===== config.mk =====
export PLATFORM = sky130hd
export DESIGN_NAME = sorted_set_engine
export DESIGN_NICKNAME = d
export VERILOG_FILES = /design/src/rtl/sse_pkg.sv /design/src/rtl/sse_cell.sv /design/src/rtl/sorted_set_engine.sv
export SDC_FILE = /design/constraint.sdc
export NUM_CORES = 2
export LEC_CHECK = 0
export BUFFER_PORTS_ARGS = -buffer_cell sky130_fd_sc_hd__clkbuf_2
export CAP_MARGIN = 20
export CORE_MARGIN = 4
export CORE_UTILIZATION = 42
export CTS_CLUSTER_SIZE = 24
export DETAILED_ROUTE_END_ITERATION = 6
export GPL_ROUTABILITY_DRIVEN = 0
export SETUP_SLACK_MARGIN = 0.4
export SYNTH_ARGS = -nofsm -noshare
export SYNTH_HDL_FRONTEND = slang
export SYNTH_SLANG_ARGS = --single-unit

===== constraint.sdc =====
create_clock -name clk -period 3.6 [get_ports clk]
set_input_delay 0.72 -clock clk [delete_from_list [all_inputs] [get_ports clk]]
set_output_delay 0.72 -clock clk [all_outputs]
set_load 0.01 [all_outputs]

===== src/rtl/sse_pkg.sv =====
// Shared types and codes for the sorted set engine.
// Used by sse_cell and sorted_set_engine; depends on nothing else.
package sse_pkg;

  localparam int unsigned KeyW    = 32;
  localparam int unsigned KindW   = 2;
  localparam int unsigned StatusW = 2;
  localparam int unsigned OccW    = 5;

  // Request kinds (the unused code acts as a search)
  typedef enum logic [KindW-1:0] {
    KIND_SEARCH = 2'd0,
    KIND_INSERT = 2'd1,
    KIND_REMOVE = 2'd2,
    KIND_SPARE  = 2'd3
  } kind_t;

  // Result status codes
  typedef enum logic [StatusW-1:0] {
    ST_OK     = 2'd0,
    ST_ABSENT = 2'd1,
    ST_DUP    = 2'd2,
    ST_FULL   = 2'd3
  } status_t;

  // Contents of one cell, handed to a neighbour on a shift
  typedef struct packed {
    logic                   valid;
    logic signed [KeyW-1:0] key;
  } cell_data_t;

  // Broadcast from the controller to every cell
  typedef struct packed {
    logic                   cmp_en;   // latch compare flags against cmp_key
    logic signed [KeyW-1:0] cmp_key;
    logic                   ins_en;   // open a slot and place ins_key
    logic                   rem_en;   // close the slot of the matching key
    logic signed [KeyW-1:0] ins_key;
  } cell_ctrl_t;

endpackage


===== src/rtl/sse_cell.sv =====
// One storage cell of the sorted set chain: key, occupancy bit and compare flags.
// Depends on sse_pkg.
module sse_cell
  import sse_pkg::*;
(
  input  logic       clk,
  input  logic       rst_n,
  input  cell_ctrl_t ctrl,
  input  cell_data_t lower,      // contents of the cell below
  input  logic       lower_lt,   // cell below holds a key smaller than the request
  input  cell_data_t upper,      // contents of the cell above
  output cell_data_t data,
  output logic       lt,
  output logic       eq
);

  cell_data_t data_r, data_nxt;
  logic       lt_r, eq_r;

  // Choose the next contents: keep, take the new key, or shift in a neighbour
  always_comb begin
    data_nxt = data_r;
    if (ctrl.ins_en && !lt_r) begin
      if (lower_lt) begin
        data_nxt.valid = 1'b1;
        data_nxt.key   = ctrl.ins_key;
      end else begin
        data_nxt = lower;
      end
    end else if (ctrl.rem_en && !lt_r) begin
      data_nxt = upper;
    end
  end

  // Hold the occupancy bit under reset; keys need none
  always_ff @(posedge clk) begin
    if (!rst_n) begin
      data_r.valid <= 1'b0;
    end else begin
      data_r.valid <= data_nxt.valid;
    end
    data_r.key <= data_nxt.key;
  end

  // Latch the compare flags for the request in flight
  always_ff @(posedge clk) begin
    if (!rst_n) begin
      lt_r <= 1'b0;
      eq_r <= 1'b0;
    end else if (ctrl.cmp_en) begin
      lt_r <= data_r.valid && (data_r.key < ctrl.cmp_key);
      eq_r <= data_r.valid && (data_r.key == ctrl.cmp_key);
    end
  end

  assign data = data_r;
  assign lt   = lt_r;
  assign eq   = eq_r;

endmodule


===== src/rtl/sorted_set_engine.sv =====
// Top level of the sorted set engine: request control and the chain of cells.
// Depends on sse_pkg and sse_cell.
//
//  channel   | direction | tdata                              | tuser
//  in_       | slave     | [31:0] key                         | [1:0] kind
//  out_      | master    | [1:0] status, [6:2] occupancy      | -
//
// A request is compared, then applied: every cell compares its key with the request
// and latches the result, then the hit flag is gathered and the cells shift in
// one step. A new request is taken once the previous one has applied, also
// while its result waits in the output register. The apply step waits while
// the output register holds a result that is not taken. Reset empties the store at once.
module sorted_set_engine
  import sse_pkg::*;
#(
  parameter int unsigned CAPACITY = 16
)(
  input  logic        clk,
  input  logic        rst_n,
  input  logic        in_tvalid,
  output logic        in_tready,
  input  logic [31:0] in_tdata,   // [31:0] key
  input  logic [1:0]  in_tuser,   // [1:0] kind
  output logic        out_tvalid,
  input  logic        out_tready,
  output logic [7:0]  out_tdata   // [1:0] status, [6:2] occupancy, [7] zero
);

  localparam int unsigned CntW = $clog2(CAPACITY + 1);

  typedef enum logic [1:0] {
    S_IDLE  = 2'b01,
    S_APPLY = 2'b10
  } state_t;

  state_t                 state_r, state_nxt;
  kind_t                  kind_r;
  logic signed [KeyW-1:0] key_r;
  logic [CntW-1:0]        count_r, count_nxt;
  logic                   out_valid_r;
  status_t                status_r, status_nxt;
  logic [OccW-1:0]        occ_r;

  cell_ctrl_t             ctrl;
  cell_data_t             cell_data [CAPACITY];
  logic [CAPACITY-1:0]    lt_vec, eq_vec, valid_vec;
  logic                   in_fire, apply, hit, full;
  logic [CntW+OccW-1:0]   count_ext;

  assign in_tready = (state_r == S_IDLE);
  assign in_fire   = in_tvalid && in_tready;
  assign apply     = (state_r == S_APPLY) && (!out_valid_r || out_tready);
  assign hit       = |eq_vec;
  assign full      = (count_r == CntW'(CAPACITY));

  // Decide the outcome of the request in flight
  always_comb begin
    status_nxt = hit ? ST_OK : ST_ABSENT;
    count_nxt  = count_r;
    case (kind_r)
      KIND_INSERT: begin
        if (hit) begin
          status_nxt = ST_DUP;
        end else if (full) begin
          status_nxt = ST_FULL;
        end else begin
          status_nxt = ST_OK;
          count_nxt  = count_r + 1'b1;
        end
      end
      KIND_REMOVE: begin
        if (hit) begin
          count_nxt = count_r - 1'b1;
        end
      end
      default: begin
        status_nxt = hit ? ST_OK : ST_ABSENT;
      end
    endcase
  end

  // Drive the cell broadcast
  always_comb begin
    ctrl.cmp_en  = in_fire;
    ctrl.cmp_key = in_tdata;
    ctrl.ins_key = key_r;
    ctrl.ins_en  = apply && (kind_r == KIND_INSERT) && !hit && !full;
    ctrl.rem_en  = apply && (kind_r == KIND_REMOVE) && hit;
  end

  // Advance the request state
  always_comb begin
    state_nxt = state_r;
    case (state_r)
      S_IDLE:  if (in_fire) state_nxt = S_APPLY;
      S_APPLY: if (apply)   state_nxt = S_IDLE;
      default: state_nxt = S_IDLE;
    endcase
  end

  always_ff @(posedge clk) begin
    if (!rst_n) begin
      state_r     <= S_IDLE;
      count_r     <= '0;
      out_valid_r <= 1'b0;
    end else begin
      state_r <= state_nxt;
      if (apply) begin
        count_r     <= count_nxt;
        out_valid_r <= 1'b1;
      end else if (out_tready) begin
        out_valid_r <= 1'b0;
      end
    end
  end

  // Hold the request and the result payload
  assign count_ext = {{OccW{1'b0}}, count_nxt};

  always_ff @(posedge clk) begin
    if (in_fire) begin
      kind_r <= kind_t'(in_tuser);
      key_r  <= in_tdata;
    end
    if (apply) begin
      status_r <= status_nxt;
      occ_r    <= count_ext[OccW-1:0];
    end
  end

  assign out_tvalid = out_valid_r;
  assign out_tdata  = {1'b0, occ_r, status_r};

  // Build the chain of cells, lowest key in cell 0
  for (genvar i = 0; i < CAPACITY; i++) begin : g_cell
    cell_data_t lower_d, upper_d;
    logic       lower_lt_d;

    if (i == 0) begin : g_bottom
      assign lower_d    = '0;
      assign lower_lt_d = 1'b1;
    end else begin : g_mid_lo
      assign lower_d    = cell_data[i-1];
      assign lower_lt_d = lt_vec[i-1];
    end

    if (i == CAPACITY - 1) begin : g_top
      assign upper_d = '0;
    end else begin : g_mid_hi
      assign upper_d = cell_data[i+1];
    end

    sse_cell u_cell (
      .clk      (clk),
      .rst_n    (rst_n),
      .ctrl     (ctrl),
      .lower    (lower_d),
      .lower_lt (lower_lt_d),
      .upper    (upper_d),
      .data     (cell_data[i]),
      .lt       (lt_vec[i]),
      .eq       (eq_vec[i])
    );

    assign valid_vec[i] = cell_data[i].valid;
  end

  // Occupied cells always match the key count
  a_count_matches: assert property (@(posedge clk) disable iff (!rst_n)
    $countones(valid_vec) == count_r)
    else $error("occupied cells differ from key count");

  // Count never exceeds the capacity
  a_count_bound: assert property (@(posedge clk) disable iff (!rst_n)
    count_r <= CntW'(CAPACITY))
    else $error("key count above capacity");

  // A full refusal is only reported with a full store
  a_full_status: assert property (@(posedge clk) disable iff (!rst_n)
    apply && status_nxt == ST_FULL |-> full && !hit)
    else $error("full status with free cells");

  // At most one key matches any request
  a_single_hit: assert property (@(posedge clk) disable iff (!rst_n)
    state_r == S_APPLY |-> $onehot0(eq_vec))
    else $error("duplicate keys in store");

endmodule

Word-level counts from Yosys, hierarchy flattened
Cells that the tools add are included.
Widths: inputs -> output; s select.
{"block": "word_totals", "reg_bits": 609, "input_bits": 38, "out_inout_bits": 10, "word_cells": 282}
{"block": "classes", "add_sub_neg": 2, "magnitude_cmp": 16, "n_eq_ne": 23, "n_mux": 60, "n_reduce_logical": 110}
{"cell": "$mux 33", "n": 47}
{"cell": "$eq 32x32->1", "n": 16}
{"cell": "$lt 32x32->1", "n": 16}
{"cell": "$logic_and 1x1->1", "n": 71}
{"cell": "$reduce_bool 2->1", "n": 17}
{"cell": "$logic_not 1->1", "n": 19}
{"cell": "$reduce_or 16->1", "n": 1}
{"cell": "$mux 5", "n": 3}
{"cell": "$mux 2", "n": 5}
{"cell": "$pmux 5 s2", "n": 1}
{"cell": "$add 5x1->5 const B", "n": 1}
{"cell": "$eq 5x5->1 const B", "n": 1}
{"cell": "$sub 5x1->5 const B", "n": 1}
{"cell": "$eq 2x1->1 const B", "n": 2}
{"cell": "$eq 2x2->1 const B", "n": 2}
{"cell": "$pmux 2 s2", "n": 1}
{"cell": "$mux 1", "n": 3}
{"cell": "$ne 2x1->1 const B", "n": 1}
{"cell": "$ne 2x2->1 const B", "n": 1}
{"cell": "$reduce_and 2->1", "n": 1}
{"cell": "$logic_or 1x1->1", "n": 1}

Depth between registers and ports, before layout
{"block": "depth", "word_depth": 8, "ltp_mapped": 11, "depth_no_buf": 8}

Modules after synthesis
A second synthesis with hierarchy kept.
{"block": "hier_totals", "hier_cells": 4519, "hier_area_um2": 43006.2}
{"module": "sse_cell", "instances": 16, "cells_per_inst": 273, "area_each_um2": 2558.7, "seq_area_each_um2": 1021.0}
{"module": "sorted_set_engine", "instances": 1, "cells_per_inst": 151, "area_each_um2": 2067.0, "seq_area_each_um2": 1391.3}

Worst setup path before layout
Ideal clock, no wire load.
{"block": "synth_path", "path_kind": "input-to-reg", "start": "input out_tready", "end": "register g_cell[11].u_cell.data_r, in the netlist g_cell[11].u_cell.data[0], enable pin", "setup_ps": 421, "arrival_time_ps": 2974, "required_ps": 3179, "slack_ps": 204, "cell_stages": 7, "n_path_buf": 1, "cell_sequence": "nand2b_1 -> nand2b_1 -> inv_2 -> nand3_1 -> and2_1 -> clkbuf_1 -> nor2_1"}
{"block": "synth_between", "elab_chain_cells": 7, "elab_cells_between_ends": 10, "cone_classes": "reduce/logical: 10"}
{"item": "start: declaration", "line": "sorted_set_engine.sv:25", "text": "input logic out_tready,"}
{"item": "$logic_or 1x1->1 *", "line": "sorted_set_engine.sv:52", "text": "assign apply = (state_r == S_APPLY) && (!out_valid_r || out_tready);"}
{"item": "$logic_and 1x1->1 *", "line": "sorted_set_engine.sv:52"}
{"item": "via apply", "line": "sorted_set_engine.sv:47", "text": "logic in_fire, apply, hit, full;"}
{"item": "$logic_and 1x1->1 (3 in a row)", "line": "sorted_set_engine.sv:87", "text": "ctrl.ins_en = apply && (kind_r == KIND_INSERT) && !hit && !full;"}
{"item": "$logic_and 1x1->1", "line": "sse_cell.sv:23", "text": "if (ctrl.ins_en && !lt_r) begin"}
{"item": "$reduce_bool 2->1 (no source line) *"}
{"item": "end: declaration", "line": "sse_cell.sv:17", "text": "cell_data_t data_r, data_nxt;"}
Mark *: on every way through the listed nets, which the timed path passes. The rest lies on a longest branch.
A chain may end at the register's enable or synchronous reset.

Worst setup path after layout
{"block": "layout_path", "start": "register g_cell[12].u_cell.eq_r", "end": "register g_cell[10].u_cell.data_r, in the netlist g_cell[10].u_cell.data[8], enable pin"}
{"block": "layout_between", "elab_chain_cells": 6, "elab_cells_between_ends": 8, "cone_classes": "reduce/logical: 8"}
{"item": "start: declaration", "line": "sse_cell.sv:18", "text": "logic lt_r, eq_r;"}
{"item": "start signal: assignment", "line": "sse_cell.sv:52", "text": "eq_r <= data_r.valid && (data_r.key == ctrl.cmp_key);"}
{"item": "$reduce_or 16->1 *", "line": "sorted_set_engine.sv:53", "text": "assign hit = |eq_vec;"}
{"item": "$logic_not 1->1", "line": "sorted_set_engine.sv:87"}
{"item": "$logic_and 1x1->1 (2 in a row)", "line": "sorted_set_engine.sv:87"}
{"item": "$logic_and 1x1->1", "line": "sse_cell.sv:23"}
{"item": "$reduce_bool 2->1 (no source line) *"}
{"item": "end: declaration", "line": "sse_cell.sv:17"}
Every way passes the cells marked *; elsewhere a longest branch is shown, timed or not.

==> impl_metrics.yaml <==
placed_design:
  place_inst: 5185
  port_buffers: 46
  place_ws_ps: 95.02
  dp_hpwl_um: 87670
  dpl_cell_area_um2: 43740
finish:
  stdcell_area_um2: 46030
  fillCellCount: 8915
  syn2layout_area_growth_pct: 12.86
  drive_gt1_share_pct: 9.656
  nNetsFinal: 4537
  instances_no_fill: 5315
  num_antenna_cells: 0
  post-route-util_pct: 47.67
power_and_ir_drop:
  power_mw: 16.21
  ir_drop_mv: 0.2848
  power_density_nw_per_um2: 352.2
  p_leak_nw: 16.44
worst_setup_path:
  critPathLaunchType: "flip-flop"
  worstSetupPathType: "flip-flop to flip-flop"
  path_max_fanout: 33
  reg2reg_to: "g_cell[10].u_cell.data[8]$_DFFE_PP_"
  rrSetupSlack_ps: 700
  required_ps: 3900
  r2r_cells: 8
  critical_path.endpoint_type: "flip-flop"
  worstReg2RegStart: "g_cell[12].u_cell.eq$_SDFFE_PN0P_"
  worstPathArrival_ps: 3200
die:
  die_h_um: 319.6
  initial_core_util_pct: 42.23
  core_um2: 96570
  num_rows: 114
  die_x_um: 319.6
  io_pins: 48
  die-area_um2: 102200
logic_synthesis:
  synth_edf_count: 553
  synthesis.nets: 4464
  synth-seq-area-share_pct: 43.47
  ys.flop_type: "edfxtp_1"
  netlist_area_um2: 40780
  synth_top_area_cell: "edfxtp_1"
  synth_top_area_share_pct: 40.72
  ys_seq_elements: 609
  synthArstFlopShare_pct: 0
  ys_top_cells_by_area: "edfxtp_1 (41%), ha_1 (16%), mux2i_1 (12%)"
  avgSynthCellArea_um2: 10.43
  synthDistinctLibCells: 73
  postSynthCellCount: 3910
  ys_warn_count: 0
clock_tree:
  insertion_delay_ps: 620
  htree_levels: 3
  cts.sinks: 609
  cts_tree: "built"
  cts_buffers: 72
  path_clk_slew_ps: 60
  ctsHoldBuffers: 0
  root_buffer: "clkbuf_16"
  post_cts_resized: 0
  clock_path_buffers: 3
  post-cts-setup-buffers: 0
grt:
  grt.overflow.total: 0
  grt_pass1_vias: 29600
  track_usage_pct: 21.54
  grt_max_degree: 39
  grt_pass1_wl_um: 175100
  antenna_found_initial: 0
route:
  routed_via_density: 5.734
  vias: 30470
  dr_wl_met2_um: 51810
  highest_layer: "met4"
  drt_first_pass_iters: 5
  antenna_left: 0
  wl_met1_um: 52710
  wl_met3_um: 5421
  drc: 0
  drtIter0Drc: 2251
  wl_um: 113800
  wl_per_cell_um: 21.40
timing:
  layout_min_cycle_time_ps: 2898
  hold_viol_final: 0
  final-setup-viol-count: 0
  worst_slew_pin_slew_ps: 1028
  timing.setup.tns_ps: 0
  relSlewSlack_pct: 31.47
  fmax_mhz: 345.0
  worst_slack_ps: 701.6
  fin_crit_sh_pct: 80.51
  final.setup_skew_ps: 22.01
  finalMaxSlewViolations: 0
  hold_slack_ps: 280.2
  rsz0062_at_grt: "no"
hold_path:
  min_to: "kind_r[1]$_DFFE_PP_"
  hp-start: "in_tuser[1]"
  worstHoldPathType: "input pin to flip-flop"
  min_path_cells: 1
outcome:
  status: "complete, no violations"
job:
  maxCapViolCount: 0
## Yosys cell counts, types with 18 or more instances
cell / instances
a21o_1: 26
mux2i_1: 481
nor2_1: 572
buf_2: 87
o21ai_0: 56
nand2_1: 178
o211ai_1: 28
a21oi_1: 643
nand4_1: 88
edfxtp_1: 553
nor4_1: 36
ha_1: 516
nor3_1: 21
nand3_1: 73
a22oi_1: 20
a211oi_1: 18
inv_1: 61
clkbuf_1: 118
dfxtp_1: 56
o21a_1: 19
mux2_2: 27
## flip-flops by register name, summed over array words and instances (netlist names)
register / count
count_r: 5
out_tvalid: 1
state_r: 2
occ_r: 5
g_cell.u_cell.data: 528
g_cell.u_cell.lt: 16
g_cell.u_cell.eq: 16
kind_r: 2
status_r: 2
key_r: 32
## cell usage in the layout, fill, tap and decap left out, drive strengths merged, types with 5 or more instances in the layout
cell type and n:
a221o 15, o22ai 8, o21a 19, a31oi 7, or3 7, o32ai 8
nand3 74, o21ai 56, a221oi 15, and4 13, o211ai 28, a211o 5
nor2b 17, mux2i 481, edfxtp 553, buf 169, nand2 178, a211oi 18
o31ai 5, mux2 32, nand4 88, and2 16, a21o 26, nor2 580
nor4 36, a21boi 7, nor3 22, inv 63, a21oi 651, nor3b 5
a22oi 20, and3 16, o211a 6, clkbuf 148, nand2b 10, clkinv 22
ha 516, dfxtp 56
## how the worst max path moves through the flow
stage	startpoint	to	slack, ps	cells after the start
after CTS	g_cell[12].u_cell.eq$_SDFFE_PN0P_	g_cell[10].u_cell.data[8]$_DFFE_PP_	620	8
after floorplan	out_tready	g_cell[11].u_cell.data[0]$_DFFE_PP_	200	7
after global routing	g_cell[12].u_cell.eq$_SDFFE_PN0P_	g_cell[1].u_cell.data[32]$_SDFFE_PN0P_	540	9
after detailed placement	in_tdata[31]	g_cell[6].u_cell.lt$_SDFFE_PN0P_	100	9
final	g_cell[12].u_cell.eq$_SDFFE_PN0P_	g_cell[10].u_cell.data[8]$_DFFE_PP_	700	8
after global placement	in_tdata[8]	g_cell[9].u_cell.lt$_SDFFE_PN0P_	180	9
## power breakdown
group	internal, mW	switching, mW
clock network	4.21	3.01
registers	7.69	0.168
logic	0.432	0.699
total	12.3	3.88
## layer usage
metal | vias to the layer above | global-route usage, %
met3 | 178 | 2.575
met2 | 776 | 34.87
met1 | 14570 | 30.08
met5 | - | 0
met4 | 0 | 7.136
li1 | 14950 | -
## cell type report
type,instances,area (um2),area share [%]
flip-flops and latches,609,17750,38.55
repair buffers,215,2187,4.752
clock buffers,102,2069,4.496
well taps,1276,1597,3.469
clock inverters,28,216.5,0.4703
multi-input cells,3023,21980,47.75
inverters,62,232.7,0.5056
## critical path, stage by stage (launching register included)
cell and delay, ps:
dfxtp_1 400, nor4_1 380, buf_4 230, and4_1 380, nand3_4 280, and2_1 270, buf_4 230, nor2_4 140
buf_12 230
## logic make-up (layout without fill, tap and decap cells)
group | after synthesis | count (layout) | synth area share (%)
simple gates | 1075 | 1075 | 11.98
compound gates | 918 | 918 | 13.06
flops | 609 | 609 | 43.47
fa+ha+maj | 516 | 516 | 15.83
mux | 513 | 513 | 12.69
buf+inv | 278 | 407 | 2.961
other cells | 1 | 1 | 0.009195
(Power assumes the default switching activity.)
